$ cat src/sv/chrs_pkg.sv
// Shared types, codes and defaults for the chained hash row store.
// No dependencies; every other file of the block refers to this package.
package chrs_pkg;

    // Default sizes of the bucket table and of the node pool.
    localparam int BUCKETS_DEF = 1024;
    localparam int POOL_DEF    = 4096;

    // Request codes as they arrive on the action field.
    localparam logic [1:0] ACT_INSERT = 2'd0;
    localparam logic [1:0] ACT_LOOKUP = 2'd1;
    localparam logic [1:0] ACT_REMOVE = 2'd2;

    // Result status codes.
    localparam logic [1:0] STS_OK   = 2'd0;
    localparam logic [1:0] STS_MISS = 2'd1;
    localparam logic [1:0] STS_FULL = 2'd2;

    // Decoded operation handed from the front end to the engine.
    typedef enum logic [1:0] {
        OP_INSERT,
        OP_LOOKUP,
        OP_REMOVE,
        OP_NONE
    } op_t;

    // One queued request.
    typedef struct packed {
        op_t         op;
        logic [63:0] key;
        logic [63:0] b_value;
        logic [63:0] c_value;
    } cmd_t;

    // Payload of one node in the pool.
    typedef struct packed {
        logic [63:0] key;
        logic [63:0] b_value;
        logic [63:0] c_value;
    } node_data_t;

endpackage

$ cat src/sv/chrs_queue.sv
// Two-entry command queue between the front end and the engine.
// Depends on chrs_pkg for the command type.
module chrs_queue (
    input  logic           aclk,
    input  logic           aresetn,
    input  logic           push,
    input  chrs_pkg::cmd_t push_cmd,
    output logic           full,
    input  logic           pop,
    output logic           q_valid,
    output chrs_pkg::cmd_t q_cmd
);

    chrs_pkg::cmd_t entry_reg [2];
    logic       wr_ptr_reg, wr_ptr_next;
    logic       rd_ptr_reg, rd_ptr_next;
    logic [1:0] cnt_reg, cnt_next;

    assign full    = (cnt_reg == 2'd2);
    assign q_valid = (cnt_reg != 2'd0);
    assign q_cmd   = entry_reg[rd_ptr_reg];

    // Pointer and fill count update.
    always_comb begin
        wr_ptr_next = wr_ptr_reg ^ push;
        rd_ptr_next = rd_ptr_reg ^ pop;
        cnt_next    = cnt_reg + {1'b0, push} - {1'b0, pop};
    end

    always_ff @(posedge aclk) begin
        if (!aresetn) begin
            wr_ptr_reg <= 1'b0;
            rd_ptr_reg <= 1'b0;
            cnt_reg    <= 2'd0;
        end else begin
            wr_ptr_reg <= wr_ptr_next;
            rd_ptr_reg <= rd_ptr_next;
            cnt_reg    <= cnt_next;
        end
    end

    // Entry storage carries payload only.
    always_ff @(posedge aclk) begin
        if (push) begin
            entry_reg[wr_ptr_reg] <= push_cmd;
        end
    end

endmodule

$ cat config.mk
export PLATFORM = sky130hd
export DESIGN_NAME = chrs_queue
export DESIGN_NICKNAME = d
export VERILOG_FILES = /design/src/sv/chrs_pkg.sv /design/src/sv/chrs_queue.sv
export SDC_FILE = /design/constraint.sdc
export NUM_CORES = 1
export LEC_CHECK = 0
export BUFFER_PORTS_ARGS = -buffer_cell sky130_fd_sc_hd__buf_2
export CAP_MARGIN = 10
export CORE_MARGIN = 4
export CORE_UTILIZATION = 45
export DETAILED_ROUTE_END_ITERATION = 8
export PLACE_DENSITY = 0.8
export SYNTH_ARGS = -nofsm -noshare
export SYNTH_HDL_FRONTEND = slang
export SYNTH_SLANG_ARGS = --single-unit
$ cat constraint.sdc
create_clock -name aclk -period 6.78 [get_ports aclk]
set_clock_uncertainty 0.2 [all_clocks]
set_input_delay 0.339 -clock aclk [delete_from_list [all_inputs] [get_ports aclk]]
set_output_delay 0.339 -clock aclk [all_outputs]
set_load 0.005 [all_outputs]
==> results.yml, run 1 <==
logic_synthesis:
  synth-warning-count: 0
  synth_top_area_share_pct: 78.19
  synth_fp_nets: 827
  syn_inst: 625
  synthDistinctLibCells: 13
  synth.most_common_cell: "edfxtp_1"
  synth_seq_cells: 393
  async_flop_share_pct: 0
  yosysTopAreaCell: "edfxtp_1"
  syn_area_mm2: 0.01490
  synth_common_cells: "edfxtp_1, mux2_4, mux2_2, buf_6, dfxtp_1"
  synth_area_leaders: "edfxtp_1, mux2_4, mux2_2"
  synth_flop_cell: "edfxtp_1"
  syn_area_per_cell_um2: 23.84
  ys_seq_area_share_pct: 78.86
  synth_edf_count: 388
cells_and_area:
  area_growth_pct: 38.19
  largest_register_ff_count: 388
  multi_input_area_mm2: 0.002935
  final_nets: 1443
  layout-drive-gt1-share_pct: 51.61
  regArea_mm2: 0.01176
  fillCellCount: 2147
sta:
  max_slew_margin_pct: 20.09
  fin_crit_ns: 2.875
  setup_violations: 0
  slew_viol_final: 0
  worst_pin_slew_ns: 1.199
  fin_crit_sh_pct: 42.40
  hold_viol: 0
  tns_ns: 0
  fmax_mhz: 347.8
  rsz0062_at_grt: "false"
power_and_ir_drop:
  total_power_mw: 5.804
  power_density_mw_per_mm2: 281.9
  power_leakage_nw: 8.136
  ir_drop_mv: 0.2356
placement:
  place_congestion: 0.7166
  portBuffers: 393
  hpwl_um: 19130
global_route:
  antenna_found_initial: 2
  grt_pass1_vias: 9033
  grt_first_pass_wirelength_um: 50320
  grt.overflow.total: 0
  track_usage_pct: 17.97
  grt_start_max_net_pins: 195
floorplanning:
  core_area_mm2: 0.03262
  num_io_pins: 394
  die_x_um: 190.0
  rows: 66
  dieArea_mm2: 0.03609
  start_util_pct: 45.68
  die_y_um: 190.0
outcome:
  outcome: "completed"
worst_setup_path:
  arrival_ns: 2.34
  endpoint_kind: "output pin"
  required_ns: 6.24
  timing_worst_setup_path_type: "reg -> out"
  cp-start-kind: "flop"
  critPathMaxFanout: 132
run:
  drv_cap: 0
clock_tree:
  cts_buffers: 41
  cts_sinks: 393
  cts_tree: "done"
  insertion_delay_ns: 0.52
  htree_levels: 2
  clk_pin_slew_ns: 0.06
  ctsResizeCount: 0
  clockBufferDepth: 3
  root_buffer: "clkbuf_16"
drt:
  drt_iter0_drc: 384
  drt-wirelength-per-cell_um: 19.65
  wirelength_um: 33720
  viasPerCell: 4.748
  final_antenna_net_count: 0
  num_vias: 8147
  drtPass1Iterations: 4
  drc: 0
worst_hold_path:
  hp-class: "in -> reg"
-- report_power, final --
group,internal (mW),switching (mW),leakage (nW)
clock network,1.30,0.889,0.642
registers,2.84,0.0417,3.68
logic,0.412,0.316,3.81
-- per-stage QoR --
step | util [%] | worst slack [ns] | cells | instance area [um2] | hold slack (ns)
floorplan | - | 1.168 | 625 | 14900 | 0.2379
global placement | 53.00 | 4.443 | 1442 | 17290 | 0.3258
detailed placement | 53.00 | 4.433 | 1442 | 17290 | 0.3303
CTS | 63.11 | 3.856 | 1713 | 20590 | 0.3096
global route | 63.12 | 3.781 | 1714 | 20590 | 0.3093
finish | 63.13 | 3.905 | 1716 | 20590 | 0.3385
-- per-layer routing --
metal / GRT usage, % / wire, um / up-vias
met4: 5.648 / 901 / 2
met3: 5.303 / 2585 / 61
met2: 32.93 / 17810 / 309
met1: 20.16 / 12410 / 4048
met5: 0 / 13 / -
li1: - / - / 3727
-- final cells by class --
cell class              instances  area share [%]
diodes                          3         0.03645
clock buffers                  46           5.073
repair buffers                595           19.50
inverters                       3         0.05468
multi-input cells             207           14.25
clock inverters                27           1.312
well taps                     442           2.685
flip-flops and latches        393           57.08
-- cell usage in the layout (no fill, tap or decap), types with 3 or more instances in the layout --
cell type / n
and2_1: 3
dlygate4sd3_1: 198
clkbuf_16: 41
diode_2: 3
clkinv_1: 7
inv_1: 3
buf_2: 393
bufinv_16: 5
dfxtp_1: 4
mux2_2: 34
nor2b_1: 3
clkinvlp_4: 3
edfxtp_1: 388
mux2_4: 160
buf_12: 3
clkbuf_1: 5
clkinv_2: 9
-- path summary, 6_finish.rpt --
check                           slack (ns)                          end             startpoint  cells after the start
worst max-delay path                  3.91                   q_cmd[114]                   flop                      3
worst min-delay path                  0.34  entry_reg[0][171]$_DFFE_PP_          push_cmd[171]                      2
worst max register to register        4.70  entry_reg[0][127]$_DFFE_PP_  wr_ptr_reg$_SDFF_PN0_                      3
worst min register to register        0.40                         flop  rd_ptr_reg$_SDFF_PN0_                      2
-- critical path: stages, from the launching register on --
cell and delay (ns):
dfxtp_4 0.41, buf_12 0.50, mux2_4 0.37, buf_2 0.14
-- kinds of logic after synthesis --
group                      share of synthesized area, %
xor gates and xnor gates                         0.2099
adders and majority gates                        0.3359
buffers and inverters                             1.612
DFF                                               78.86
muxes                                             18.69
and+or+nand+nor                                  0.2939
-- timing repair --
| item | in CTS | in global routing |
|---|---|---|
| hold buffers | 198 | 0 |
| endpoints found under the hold margin | 393 | 0 |
| buffers inserted | 0 | 0 |
Note: power is estimated with default switching activity, not from simulation.
==> inputs of run 2 (changes only) <==
- clock period: 6.78 -> 2.8 ns (I/O delays scaled with it)
==> run 2 against run 1 <==
Compared with the run above: register-to-register slack worse by 3.5 ns; combinational power is 150% higher; sequential cell count stayed put; cell count is 0.52% higher; via count is 1.8% higher; critical path depth is 1 higher; first-iteration DRC count is 3.4% lower; clock power is 130% higher; critical endpoint is now q_cmd[19]; largest cell class unchanged; largest power group unchanged.
==> results.yml, run 2 (synthesis gave the netlist of run 1 again) <==
outcome:
  outcome: "completed"
worst_hold_path:
  hp-class: "in -> reg"
floorplanning:
  dieArea_mm2: 0.03609
  die_x_um: 190.0
  num_io_pins: 394
  die_y_um: 190.0
  core_area_mm2: 0.03262
  rows: 66
  start_util_pct: 45.68
global_route:
  track_usage_pct: 18.67
  grt_use_met1_pct: 21.43
  use_met2_pct: 34.27
  use_met3_pct: 4.661
  grt_first_pass_wirelength_um: 52350
  grt_start_max_net_pins: 79
  antenna_found_initial: 1
  grt_pass1_vias: 9207
  grt.overflow.total: 0
  grt-busiest-layer: "met2"
placement:
  place_congestion: 0.7803
  place_area_mm2: 0.01746
  dp_slack_ns: 0.8948
  portBuffers: 393
  hpwl_um: 20790
sta:
  slew_viol_final: 0
  rsz0062_at_grt: "false"
  tns_ns: 0
  fin_crit_ns: 2.438
  worst_pin_slew_ns: 0.5160
  max_slew_margin_pct: 65.60
  fmax_mhz: 410.1
  setup_violations: 0
  hold_viol: 0
  setup_ws_ns: 0.3619
  fin_crit_sh_pct: 87.08
cells_and_area:
  area_growth_pct: 38.67
  layout-drive-gt1-share_pct: 51.36
  final_nets: 1454
  final_cell_mix: "buf_2, edfxtp_1, dlygate4sd3_1, mux2_4, clkbuf_16"
  stdcell_area_mm2: 0.02066
  largest_register_ff_count: 388
  final_common_cell: "buf_2"
  n_antenna_cell: 0
clock_tree:
  insertion_delay_ns: 0.52
  root_buffer: "clkbuf_16"
  htree_levels: 2
  clockBufferDepth: 3
  cts_buffers: 41
  cts_tree: "done"
  cts_sinks: 393
  clk_pin_slew_ns: 0.06
  cts_setup_buffers: 0
  holdBufCountCts: 198
  ctsResizeCount: 0
run:
  drv_cap: 0
drt:
  viasPerCell: 4.809
  drt-wirelength-per-cell_um: 20.11
  drtPass1Iterations: 6
  drt_iter0_drc: 371
  num_vias: 8296
  drc: 0
  final_antenna_net_count: 0
  wirelength_um: 34700
worst_setup_path:
  required_ns: 2.46
  arrival_ns: 2.10
  endpoint_kind: "output pin"
  timing_worst_setup_path_type: "reg -> out"
  cp-start-kind: "flop"
  critPathMaxFanout: 34
power_and_ir_drop:
  power_leakage_nw: 8.159
  power_density_mw_per_mm2: 663.8
  ir_drop_mv: 0.5695
-- run 2: layer usage --
layer / share of wire, % / wire length [um]
met5: 0.037 / 13
met4: 2.7 / 933
met1: 38 / 13070
met2: 53 / 18360
met3: 6.7 / 2319
-- run 2: area by class of cell --
type / count / area [um2]
fill: 2154 / 11960
sequential: 393 / 11760
timing repair buffer: 606 / 4187
multi-input combinational: 207 / 2935
clock buffer: 55 / 1121
tap: 442 / 553.0
clock inverter: 19 / 101.3
inverter: 3 / 11.26
-- run 2: worst paths after layout --
check                   startpoint                          to  slack, ns  cells past startpoint
max                           flop                   q_cmd[19]       0.36                      4
min                   push_cmd[36]  entry_reg[0][36]$_DFFE_PP_       0.13                      2
max reg2reg  wr_ptr_reg$_SDFF_PN0_  entry_reg[0][61]$_DFFE_PP_       1.20                      3
min reg2reg  rd_ptr_reg$_SDFF_PN0_                        flop       0.40                      2
-- run 2: critical path: stages (launching register included) --
cell and delay, ns:
dfxtp_4 0.49, buf_12 0.29, buf_4 0.29, mux2_2 0.37
buf_2 0.13
-- run 2: report_power, final --
part           internal [mW]  leakage (nW)  switching, mW
Clock                   2.82         0.583           2.12
Combinational           1.02          3.89          0.779
Sequential              6.88          3.68          0.109
Total                   10.7          8.16           3.01
-- run 2: metrics by stage --
stage               util, %  std cells  total power [mW]  hold WS [ns]
floorplan                 -        625             7.971       0.03887
detailed placement    53.53       1453             8.657        0.1311
CTS                   63.35       1725             13.81        0.1002
global placement      53.53       1453             8.602        0.1273
global route          63.35       1725             14.25        0.1181
finish                63.35       1725             13.72        0.1318
==> inputs of run 3 (changes only) <==
- RECOVER_POWER: not set -> 50
==> run 3 against run 2 <==
Compared with the run above: the flow now finishes with violations (capacitance limit, slew limit); sequential power about the same; worst hold slack better by 0.0035 ns; fmax down 0.13%; via count up 0.19%; critical path type unchanged; highest routed layer unchanged.
==> results.yml, run 3 (synthesis gave the netlist of run 1 again) <==
outcome:
  outcome: "finished, violations left"
  violations: "capacitance limit, slew limit"
global_route:
  grt_first_pass_wirelength_um: 52350
  antenna_found_initial: 1
  grt_pass1_vias: 9207
  grt_start_max_net_pins: 79
  track_usage_pct: 18.67
  grt.overflow.total: 0
sta:
  fin_crit_ns: 2.441
  worst_pin_slew_ns: 1.558
  fmax_mhz: 409.6
  rsz0062_at_grt: "false"
  slew_viol_final: 118
  max_slew_margin_pct: -3.852
  fin_crit_sh_pct: 87.19
  hold_viol: 0
  tns_ns: 0
  setup_violations: 0
power_and_ir_drop:
  p_int_mw: 10.67
  comb_power_share_pct: 12.8
  power_switching_mw: 2.999
  seqPwrFrac_pct: 51.1
  power_leakage_nw: 7.700
  ir_drop_mv: 0.5665
  clkPwrFrac_pct: 36.1
  switching_share_pct: 21.94
  power_density_mw_per_mm2: 670.4
placement:
  portBuffers: 393
  place_area_mm2: 0.01746
  place_congestion: 0.7803
  hpwl_um: 20790
clock_tree:
  cts_tree: "done"
  cts_sinks: 393
  insertion_delay_ns: 0.52
  root_buffer: "clkbuf_16"
  htree_levels: 2
  clockBufferDepth: 3
  cts_buffers: 41
  cts_setup_buffers: 0
  clk_pin_slew_ns: 0.06
drt:
  drt_iter0_drc: 377
  wirelength_um: 34500
  drc: 0
  viasPerCell: 4.819
  drtPass1Iterations: 4
  final_antenna_net_count: 0
  num_vias: 8312
  drt-wirelength-per-cell_um: 20.00
floorplanning:
  start_util_pct: 45.68
  rows: 66
  dieArea_mm2: 0.03609
  die_y_um: 190.0
  die_x_um: 190.0
  num_io_pins: 394
  core_area_mm2: 0.03262
worst_setup_path:
  endpoint_kind: "output pin"
  r2r-start: "wr_ptr_reg$_SDFF_PN0_"
  timing_worst_setup_path_type: "reg -> out"
  critPathMaxFanout: 34
  required_ns: 2.46
  cp-start-kind: "flop"
  arrival_ns: 2.10
cells_and_area:
  final_nets: 1454
  multi_input_area_mm2: 0.002910
  final_core_util_pct: 62.51
  layout-drive-gt1-share_pct: 38.58
  largest_register_ff_count: 388
  stdcell_area_mm2: 0.02039
  area_growth_pct: 36.83
  regArea_mm2: 0.01176
  final_cell_mix: "edfxtp_1, buf_2, dlygate4sd3_1, clkbuf_1, mux2_4"
  final_common_cell: "edfxtp_1"
  fillCellCount: 2277
  n_antenna_cell: 0
worst_hold_path:
  hp-class: "in -> reg"
  hold_path.startpoint: "push_cmd[193]"
run:
  drv_cap: 2
-- run 3: power by group through the flow --
| stage | combinational (mW) | clock [mW] | sequential [mW] |
|---|---|---|---|
| after floorplan | 0.900 | 0 | 7.07 |
| after global placement | 1.53 | 0 | 7.07 |
| after detailed placement | 1.56 | 0 | 7.10 |
| after CTS | 1.79 | 5.04 | 6.98 |
| after global routing | 1.87 | 5.32 | 7.02 |
| final | 1.75 | 4.93 | 6.99 |
-- run 3: area by class of cell --
cell class | count | share of cell area, %
multi-input combinational | 207 | 14.27
timing repair buffer | 606 | 19.32
inverter | 3 | 0.05522
sequential | 393 | 57.65
clock buffer | 55 | 5.498
tap | 442 | 2.712
clock inverter | 19 | 0.4970
-- run 3: routing by layer --
layer,GRT usage (%),wire length [um]
met5,0,13
met4,5.954,941
met3,4.661,2436
met2,34.27,18440
met1,21.43,12670
-- run 3: worst paths after layout --
check	endpoint	slack, ns	depth (start not counted)
max reg2reg	entry_reg[0][124]$_DFFE_PP_	0.38	3
min	entry_reg[1][193]$_DFFE_PP_	0.14	2
min reg2reg	wr_ptr_reg$_SDFF_PN0_	0.36	3
max	q_cmd[19]	0.36	4
-- run 3: metrics by stage --
step           cells  worst slack (ns)  total power, mW  hold slack (ns)
2_1_floorplan    625            0.3490            7.971          0.03887
3_3_place_gp    1453            0.9259            8.602           0.1273
3_5_place_dp    1453            0.8948            8.657           0.1311
4_1_cts         1725            0.3309            13.81           0.1002
5_1_grt         1725            0.2130            14.21           0.1181
6_report        1725            0.3587            13.67           0.1353
-- run 3: critical path: stages (launching register included) --
cell     delay [ns]
dfxtp_4        0.48
buf_12         0.29
buf_4          0.29
mux2_2         0.37
buf_2          0.13
-- run 3: timing repair --
item | in CTS | in global routing
endpoints found under the setup margin | 0 | 0
hold buffers | 198 | 0
resized for setup | 0 | 0
hold endpoints to repair | 393 | 0
